[src/rtl/core/fps_pkg.sv]
package fps_pkg;

    // Operation codes carried in the input item
    typedef enum logic [1:0] {
        OP_START   = 2'd0,
        OP_ADVANCE = 2'd1,
        OP_CANCEL  = 2'd2,
        OP_QUERY   = 2'd3
    } op_t;

    // Pattern codes for a start item (codes above PAT_LAST_VALID are invalid)
    localparam logic [2:0] PAT_ACCEPTED = 3'd0;
    localparam logic [2:0] PAT_DUPLICATE = 3'd1;
    localparam logic [2:0] PAT_UNKNOWN = 3'd2;
    localparam logic [2:0] PAT_LOW_BATT = 3'd3;
    localparam logic [2:0] PAT_LAST_VALID = 3'd3;

    // Configuration register indexes
    localparam int unsigned CfgIdxW = 3;
    localparam logic [CfgIdxW-1:0] CFG_ACCEPT_VIB = 3'd0;
    localparam logic [CfgIdxW-1:0] CFG_ACCEPT_LED = 3'd1;
    localparam logic [CfgIdxW-1:0] CFG_DUP_PULSE = 3'd2;
    localparam logic [CfgIdxW-1:0] CFG_DUP_GAP = 3'd3;
    localparam logic [CfgIdxW-1:0] CFG_REJECT_VIB = 3'd4;
    localparam logic [CfgIdxW-1:0] CFG_BLINK_MS = 3'd5;
    localparam logic [CfgIdxW-1:0] CFG_BLINK_COUNT = 3'd6;

    localparam int unsigned MsW = 16;
    localparam int unsigned CountW = 7;
    localparam int unsigned IdxW = 8;

    // Input item
    typedef struct packed {
        logic [1:0] operation;
        logic [2:0] pattern;
    } fps_in_t;

    // Result item
    typedef struct packed {
        logic           green_on;
        logic           red_on;
        logic           vibrate_on;
        logic [MsW-1:0] duration_ms;
        logic           busy_res;
    } fps_out_t;

    // Output drives
    typedef struct packed {
        logic vib;
        logic red;
        logic green;
    } drive_t;

    // Current register values
    typedef struct packed {
        logic [MsW-1:0]    accept_vib_ms;
        logic [MsW-1:0]    accept_led_ms;
        logic [MsW-1:0]    dup_pulse_ms;
        logic [MsW-1:0]    dup_gap_ms;
        logic [MsW-1:0]    reject_vib_ms;
        logic [MsW-1:0]    blink_ms;
        logic [CountW-1:0] blink_count;
    } cfg_regs_t;

    // One decoded step
    typedef struct packed {
        drive_t         drv;
        logic [MsW-1:0] ms;
    } step_t;

endpackage

[src/rtl/core/feedback_pattern_sequencer.sv]
// Channel  Direction  Ports                        Payload
// input    in         s_valid s_ready s_data       fps_in_t (operation, pattern)
// result   out        m_valid m_ready m_data       fps_out_t (drives, duration, busy)
// config   in         cfg_valid cfg_ready          cfg_index, cfg_data
//
// One item per cycle sustained while the result side accepts; an item passes through the input
// register, then decode and state update into the result register, where its result is offered.
// Reset (aresetn low, synchronous) empties both registers, stops any pattern and
// loads the default register values. A stalled result holds the result register and,
// once the input register is also full, drops s_ready. cfg_ready is always high.
module feedback_pattern_sequencer (
    input  logic                          aclk,
    input  logic                          aresetn,
    input  logic                          s_valid,
    output logic                          s_ready,
    input  fps_pkg::fps_in_t              s_data,
    output logic                          m_valid,
    input  logic                          m_ready,
    output fps_pkg::fps_out_t             m_data,
    input  logic                          cfg_valid,
    output logic                          cfg_ready,
    input  logic [fps_pkg::CfgIdxW-1:0]   cfg_index,
    input  logic [fps_pkg::MsW-1:0]       cfg_data
);
    import fps_pkg::*;

    logic      in_valid_reg, in_valid_next;
    fps_in_t   in_item_reg;
    logic      out_valid_reg, out_valid_next;
    fps_out_t  out_item_reg;
    logic      fire;
    fps_out_t  res;
    cfg_regs_t cfg;

    assign cfg_ready = 1'b1;

    fps_cfg u_cfg (
        .aclk     (aclk),
        .aresetn  (aresetn),
        .wr_en    (cfg_valid),
        .wr_index (cfg_index),
        .wr_data  (cfg_data),
        .cfg      (cfg)
    );

    // Item moves from the input register into the result register
    assign fire = in_valid_reg && (!out_valid_reg || m_ready);
    assign s_ready = !in_valid_reg || fire;

    fps_ctrl u_ctrl (
        .aclk    (aclk),
        .aresetn (aresetn),
        .fire    (fire),
        .item    (in_item_reg),
        .cfg     (cfg),
        .res     (res)
    );

    // Valid flags for both stages
    always_comb begin
        in_valid_next = in_valid_reg;
        if (s_valid && s_ready) begin
            in_valid_next = 1'b1;
        end else if (fire) begin
            in_valid_next = 1'b0;
        end
        out_valid_next = out_valid_reg;
        if (fire) begin
            out_valid_next = 1'b1;
        end else if (m_ready) begin
            out_valid_next = 1'b0;
        end
    end

    always_ff @(posedge aclk) begin
        if (!aresetn) begin
            in_valid_reg <= 1'b0;
            out_valid_reg <= 1'b0;
        end else begin
            in_valid_reg <= in_valid_next;
            out_valid_reg <= out_valid_next;
        end
    end

    // Payload registers
    always_ff @(posedge aclk) begin
        if (s_valid && s_ready) begin
            in_item_reg <= s_data;
        end
        if (fire) begin
            out_item_reg <= res;
        end
    end

    assign m_valid = out_valid_reg;
    assign m_data = out_item_reg;

endmodule

[src/rtl/core/fps_cfg.sv]
module fps_cfg (
    input  logic                          aclk,
    input  logic                          aresetn,
    input  logic                          wr_en,
    input  logic [fps_pkg::CfgIdxW-1:0]   wr_index,
    input  logic [fps_pkg::MsW-1:0]       wr_data,
    output fps_pkg::cfg_regs_t            cfg
);
    import fps_pkg::*;

    cfg_regs_t cfg_reg;
    cfg_regs_t cfg_next;

    // Register write decode; indexes beyond the list are dropped
    always_comb begin
        cfg_next = cfg_reg;
        if (wr_en) begin
            case (wr_index)
                CFG_ACCEPT_VIB:  cfg_next.accept_vib_ms = wr_data;
                CFG_ACCEPT_LED:  cfg_next.accept_led_ms = wr_data;
                CFG_DUP_PULSE:   cfg_next.dup_pulse_ms = wr_data;
                CFG_DUP_GAP:     cfg_next.dup_gap_ms = wr_data;
                CFG_REJECT_VIB:  cfg_next.reject_vib_ms = wr_data;
                CFG_BLINK_MS:    cfg_next.blink_ms = wr_data;
                CFG_BLINK_COUNT: cfg_next.blink_count = wr_data[CountW-1:0];
                default:         cfg_next = cfg_reg;
            endcase
        end
    end

    always_ff @(posedge aclk) begin
        if (!aresetn) begin
            cfg_reg.accept_vib_ms <= 16'd150;
            cfg_reg.accept_led_ms <= 16'd1000;
            cfg_reg.dup_pulse_ms <= 16'd100;
            cfg_reg.dup_gap_ms <= 16'd100;
            cfg_reg.reject_vib_ms <= 16'd500;
            cfg_reg.blink_ms <= 16'd200;
            cfg_reg.blink_count <= 7'd3;
        end else begin
            cfg_reg <= cfg_next;
        end
    end

    assign cfg = cfg_reg;

endmodule

[src/rtl/core/fps_step.sv]
module fps_step (
    input  logic [1:0]                 pat,
    input  logic [fps_pkg::IdxW-1:0]   idx,
    input  fps_pkg::cfg_regs_t         cfg,
    output fps_pkg::step_t             step
);
    import fps_pkg::*;

    logic [MsW-1:0]  green_rest;
    logic [IdxW-1:0] blink_steps;

    // Green-only remainder clamps at zero
    assign green_rest = (cfg.accept_led_ms > cfg.accept_vib_ms) ?
                        (cfg.accept_led_ms - cfg.accept_vib_ms) : '0;
    assign blink_steps = {cfg.blink_count, 1'b0};

    // Step table per pattern; anything past the list is the terminator
    always_comb begin
        step = '0;
        case ({1'b0, pat})
            PAT_ACCEPTED: begin
                if (idx == 8'd0) begin
                    step.drv.green = 1'b1;
                    step.drv.vib = 1'b1;
                    step.ms = cfg.accept_vib_ms;
                end else if (idx == 8'd1) begin
                    step.drv.green = 1'b1;
                    step.ms = green_rest;
                end
            end
            PAT_DUPLICATE: begin
                if (idx == 8'd0 || idx == 8'd2) begin
                    step.drv.vib = 1'b1;
                    step.ms = cfg.dup_pulse_ms;
                end else if (idx == 8'd1) begin
                    step.ms = cfg.dup_gap_ms;
                end
            end
            PAT_UNKNOWN: begin
                if (idx == 8'd0) begin
                    step.drv.red = 1'b1;
                    step.drv.vib = 1'b1;
                    step.ms = cfg.reject_vib_ms;
                end
            end
            PAT_LOW_BATT: begin
                if (idx < blink_steps) begin
                    step.drv.red = ~idx[0];
                    step.ms = cfg.blink_ms;
                end
            end
            default: step = '0;
        endcase
    end

endmodule

[src/rtl/core/fps_ctrl.sv]
module fps_ctrl (
    input  logic                aclk,
    input  logic                aresetn,
    input  logic                fire,
    input  fps_pkg::fps_in_t    item,
    input  fps_pkg::cfg_regs_t  cfg,
    output fps_pkg::fps_out_t   res
);
    import fps_pkg::*;

    logic [1:0]      sel_reg, sel_next;
    logic [IdxW-1:0] idx_reg, idx_next;
    logic            play_reg, play_next;
    drive_t          drv_reg, drv_next;

    logic [IdxW:0]   next_idx;
    logic [IdxW:0]   count;
    logic [1:0]      dec_pat;
    logic [IdxW-1:0] dec_idx;
    step_t           step;
    logic [MsW-1:0]  ms;
    op_t             op;

    assign op = op_t'(item.operation);
    assign next_idx = {1'b0, idx_reg} + 9'd1;

    // Number of steps in the running pattern, terminator included
    always_comb begin
        case ({1'b0, sel_reg})
            PAT_ACCEPTED:  count = 9'd3;
            PAT_DUPLICATE: count = 9'd4;
            PAT_UNKNOWN:   count = 9'd2;
            default:       count = {1'b0, cfg.blink_count, 1'b1};
        endcase
    end

    // Step being entered: step 0 of the new pattern, or the next one
    assign dec_pat = (op == OP_START) ? item.pattern[1:0] : sel_reg;
    assign dec_idx = (op == OP_START) ? '0 : next_idx[IdxW-1:0];

    fps_step u_step (
        .pat  (dec_pat),
        .idx  (dec_idx),
        .cfg  (cfg),
        .step (step)
    );

    // Next state; a zero-length step ends the pattern
    always_comb begin
        sel_next = sel_reg;
        idx_next = idx_reg;
        play_next = play_reg;
        drv_next = drv_reg;
        ms = '0;
        case (op)
            OP_START: begin
                if (item.pattern > PAT_LAST_VALID) begin
                    idx_next = '0;
                    play_next = 1'b0;
                    drv_next = '0;
                end else begin
                    sel_next = item.pattern[1:0];
                    idx_next = '0;
                    play_next = 1'b1;
                    drv_next = step.drv;
                    ms = step.ms;
                end
            end
            OP_ADVANCE: begin
                if (play_reg) begin
                    if (next_idx >= count) begin
                        idx_next = '0;
                        play_next = 1'b0;
                        drv_next = '0;
                    end else begin
                        idx_next = next_idx[IdxW-1:0];
                        drv_next = step.drv;
                        ms = step.ms;
                    end
                end
            end
            OP_CANCEL: begin
                idx_next = '0;
                play_next = 1'b0;
                drv_next = '0;
            end
            default: ms = '0;
        endcase
        if ((op == OP_START || op == OP_ADVANCE) && play_next && ms == '0) begin
            idx_next = '0;
            play_next = 1'b0;
            drv_next = '0;
        end
    end

    always_ff @(posedge aclk) begin
        if (!aresetn) begin
            sel_reg <= '0;
            idx_reg <= '0;
            play_reg <= 1'b0;
            drv_reg <= '0;
        end else if (fire) begin
            sel_reg <= sel_next;
            idx_reg <= idx_next;
            play_reg <= play_next;
            drv_reg <= drv_next;
        end
    end

    // Result reflects the state after this item
    assign res.green_on = drv_next.green;
    assign res.red_on = drv_next.red;
    assign res.vibrate_on = drv_next.vib;
    assign res.duration_ms = ms;
    assign res.busy_res = play_next;

endmodule

[config.mk]
export PLATFORM = sky130hd
export DESIGN_NAME = feedback_pattern_sequencer
export DESIGN_NICKNAME = d
export VERILOG_FILES = /design/src/rtl/core/fps_pkg.sv /design/src/rtl/core/feedback_pattern_sequencer.sv /design/src/rtl/core/fps_cfg.sv /design/src/rtl/core/fps_step.sv /design/src/rtl/core/fps_ctrl.sv
export SDC_FILE = /design/constraint.sdc
export NUM_CORES = 1
export LEC_CHECK = 0
export BUFFER_PORTS_ARGS = -buffer_cell sky130_fd_sc_hd__clkbuf_2
export CAP_MARGIN = 10
export CORE_ASPECT_RATIO = 0.9
export CORE_MARGIN = 3
export CORE_UTILIZATION = 25
export CTS_BUF_LIST = sky130_fd_sc_hd__clkbuf_2
export CTS_CLUSTER_DIAMETER = 100
export CTS_CLUSTER_SIZE = 20
export DETAILED_ROUTE_END_ITERATION = 10
export PLACE_DENSITY = 0.39
export SYNTH_ARGS = -nofsm -noshare
export SYNTH_HDL_FRONTEND = slang
export SYNTH_SLANG_ARGS = --single-unit
[constraint.sdc]
create_clock -name aclk -period 6.95 [get_ports aclk]
set_clock_uncertainty 0.05 [all_clocks]
set_input_delay 0 -clock aclk [delete_from_list [all_inputs] [get_ports aclk]]
set_output_delay 0 -clock aclk [all_outputs]
set_load 0.005 [all_outputs]
==> impl_metrics.csv <==
group,metric,value,unit
worst_setup_path,arrival,6160,ps
flow_run,maxCapViolations,0,
yosys,synth.most_common_cell,"nand2_1",
yosys,synthDistinctLibCells,71,
finish,layout.nets,1115,
sta,whs,64.1,ps
route,firstDrtPassIters,5,
worst_setup_path,slowest_delay,650,ps
yosys,synth.area.mux_share,0.379,%
sta,worst_slew_pin_slew,1260,ps
worst_setup_path,worstPathRequired,7560,ps
clock_network,h-tree-depth,4,
clock_network,path_clk_slew,250,ps
worst_setup_path,end_kind,"flip-flop",
sta,tns,0,ps
yosys,yosysWarnings,0,
power_and_ir_drop,p_total,1640,uW
yosys,yosys.area_share.adder,5.78,%
placement,gp_congestion,0.820,
finish,finalInstanceArea,9330,um2
yosys,synth_area_leaders,"dfxtp_1 30%, nand2_1 12%, edfxtp_1 9.5%, a21boi_0 7.4%, ha_1 5.5%",
sta,slew_violations,0,
yosys,synth_top_family_by_area,"simple AND/OR/NAND/NOR gates",
route,drt-vias-per-instance,4.91,
clock_network,cts_num_sinks,144,
sta,max_freq,180,MHz
worst_setup_path,startpoint_type,"flip-flop",
floorplan,dieArea,33900,um2
floorplan,fp.coreArea,31100,um2
finish,drive_above_1_share,10.6,%
global_route,grt_first_pass_wirelength,43800,um
yosys,netlist_area,7930,um2
yosys,synth-compound-area-share,23.6,%
route,drcViolationCount,0,
floorplan,die_h,175,um
sta,setup_viol,0,
clock_network,tritoncts,"done",
yosys,synthFlopType,"dfxtp_1",
worst_setup_path,slowest_stage,"dfxtp_1",
worst_setup_path,crit_fanout,17,
yosys,yosys_register_bits,144,
sta,slew_headroom,16.1,%
worst_setup_path,path_cells,"ha_1 > and3_1 > nand3_1 > xor2_1 > nor2_1 > ha_1 > and4_1 > o311ai_1 > and4_1 > a221o_1 > a221oi_1 > a21oi_1 > or4_1 > or4_1 > nor3_2 > or3_1 > o21ai_0",
yosys,ys_seq_area_share,39.5,%
power_and_ir_drop,p_leak,0.00350,uW
yosys,netlist_instances,967,
outcome,status,"finished, final reports clean",
global_route,grt_pass1_vias,6926,
route,drt_iter0_markers,492,
route,num_vias,7232,
sta,rsz0062_at_grt,"false",
floorplan,io_pins,52,
global_route,antenna_found_initial,1,
worst_setup_path,path_class,"flip-flop to flip-flop",
yosys,syn_area_per_cell,8.20,um2
finish,largest_reg_flops,103,
yosys,synth_edf_count,25,
clock_network,cts_buffers,17,
sta,final.min_clock_period,5560,ps
yosys,ys_top_cells_by_count,"260 x nand2_1, 119 x dfxtp_1, 78 x a21boi_0, 42 x nand3_1, 41 x inv_1",
yosys,netlist.area_leader.share,30.1,%
placement,place_area,8560,um2
placement,dpl_worst_slack,1330,ps
clock_network,clockRootBuffer,"clkbuf_2",
power_and_ir_drop,worst_ir_drop_vdd,0.0741,mV
yosys,synth_top_area_cell,"dfxtp_1",
sta,post-route-period-util,79.9,%
clock_network,clk_path_buf_depth,2,
floorplan,placementRows,61,
placement,io_buffers,50,
global_route,grt-ovfl-total,0,
yosys,synth_xor_area_share,1.44,%
floorplan,dieWidth,194,um
min_path,hold_path_class,"input port to flip-flop",
sta,fin_ws,1390,ps
finish,synthToLayoutAreaGrowth,17.7,%
placement,dp_hpwl,20200,um
floorplan,initial_core_util,25.5,%
yosys,synth-simple-area-share,24.4,%
clock_network,clkLatencyLatePin,760,ps
route,wl,28700,um
yosys,synth_fp_nets,1032,
power_and_ir_drop,powerDensity,176,nW/um2
clock_network,post_cts_resized,0,
sta,finalHoldViolations,0,
global_route,grt_util_all_layers,16.8,%
global_route,grt_start_max_net_pins,60,
route,drtAntennaViolNets,0,
yosys,async_reset_ff_share,0,%
route,wl_per_cell,19.5,um
-- final timing paths --
kind | startpoint | end | slack [ps] | cells past startpoint
hold / removal | cfg_data[8] | u_cfg.cfg[15] | 60 | 4
setup / recovery | u_ctrl.idx_reg[0] | u_ctrl.idx_reg[7] | 1390 | 17
setup reg to reg | u_ctrl.idx_reg[0] | u_ctrl.idx_reg[7] | 1390 | 17
hold reg to reg | u_ctrl.drv_reg[1] | u_ctrl.drv_reg[1] | 420 | 2
-- per-stage QoR --
stage | instances | util, %
6_report | 1473 | 30.0
5_1_grt | 1473 | 30.0
4_1_cts | 1468 | 29.9
3_5_place_dp | 1386 | 27.6
3_3_place_gp | 1386 | 27.6
2_1_floorplan | 967 | -
-- area by class of cell --
cell class	count	area, um2
fill	3370	21700
antenna	1	2.50
multi-input combinational	732	4440
sequential	144	3130
inverter	41	154
clock buffer	18	90.1
timing repair buffer	114	866
clock inverter	14	133
tap	409	512
-- where the power goes --
part	switching, uW	leakage, uW	internal [uW]
Clock	359	0.000133	136
Sequential	17.5	0.00121	875
Combinational	157	0.00217	100
Total	533	0.00350	1110
-- worst max-delay path, delay by kind of cell, from the launching register on --
family / cells / cell delay (ps)
fa+ha+maj: 2 / 670
compound gates: 5 / 960
xor+xnor: 1 / 230
simple gates: 9 / 2920
flops: 1 / 650
-- cell usage in the layout, fill, tap and decap left out, types with 3 or more instances in the layout --
cell type,instances
nand4_1,4
nand3b_1,5
nor2_1,28
a21boi_0,78
or3_1,6
inv_6,4
or4_1,4
nor4_1,3
dlygate4sd3_1,54
o21a_1,4
a211o_1,3
o21ai_0,26
a221o_1,13
xor2_1,8
o211ai_1,11
inv_1,41
a21oi_1,31
a221oi_1,21
nor3_1,11
a211oi_1,3
dfxtp_1,119
o21ai_1,3
xnor2_1,5
clkbuf_2,67
nor2b_1,12
clkinv_4,5
buf_4,10
edfxtp_1,25
a31o_2,3
a22oi_1,13
and2_1,17
and4_1,4
nand2b_1,12
a31oi_1,6
nand2_1,260
ha_1,35
and3_1,5
a21o_1,9
nand3_1,42
mux2i_1,3
-- kinds of logic (layout without fill, tap and decap cells) --
logic type / Yosys count / in the layout
AO/OA/AOI/OAI: 252 / 252
AND/OR/NAND/NOR: 427 / 427
other: 1 / 2
adder cells (fa/ha/maj): 36 / 36
flip-flops: 144 / 144
XOR/XNOR: 13 / 13
buffers and inverters: 91 / 187
multiplexers: 3 / 3
-- layer usage --
| layer | track usage [%] | up-vias | share of wire, % |
|---|---|---|---|
| met5 | 0 | - | 0 |
| met4 | 2.86 | 0 | 0.76 |
| met3 | 2.53 | 10 | 3.2 |
| met2 | 25.7 | 133 | 44 |
| met1 | 25.2 | 3508 | 52 |
| li1 | - | 3581 | - |
-- repair_timing --
| action | in CTS | in global routing |
|---|---|---|
| setup buffers | 0 | 0 |
| hold endpoints to repair | 121 | 8 |
| hold buffers | 50 | 4 |
Note: power is estimated with default switching activity, not from simulation.
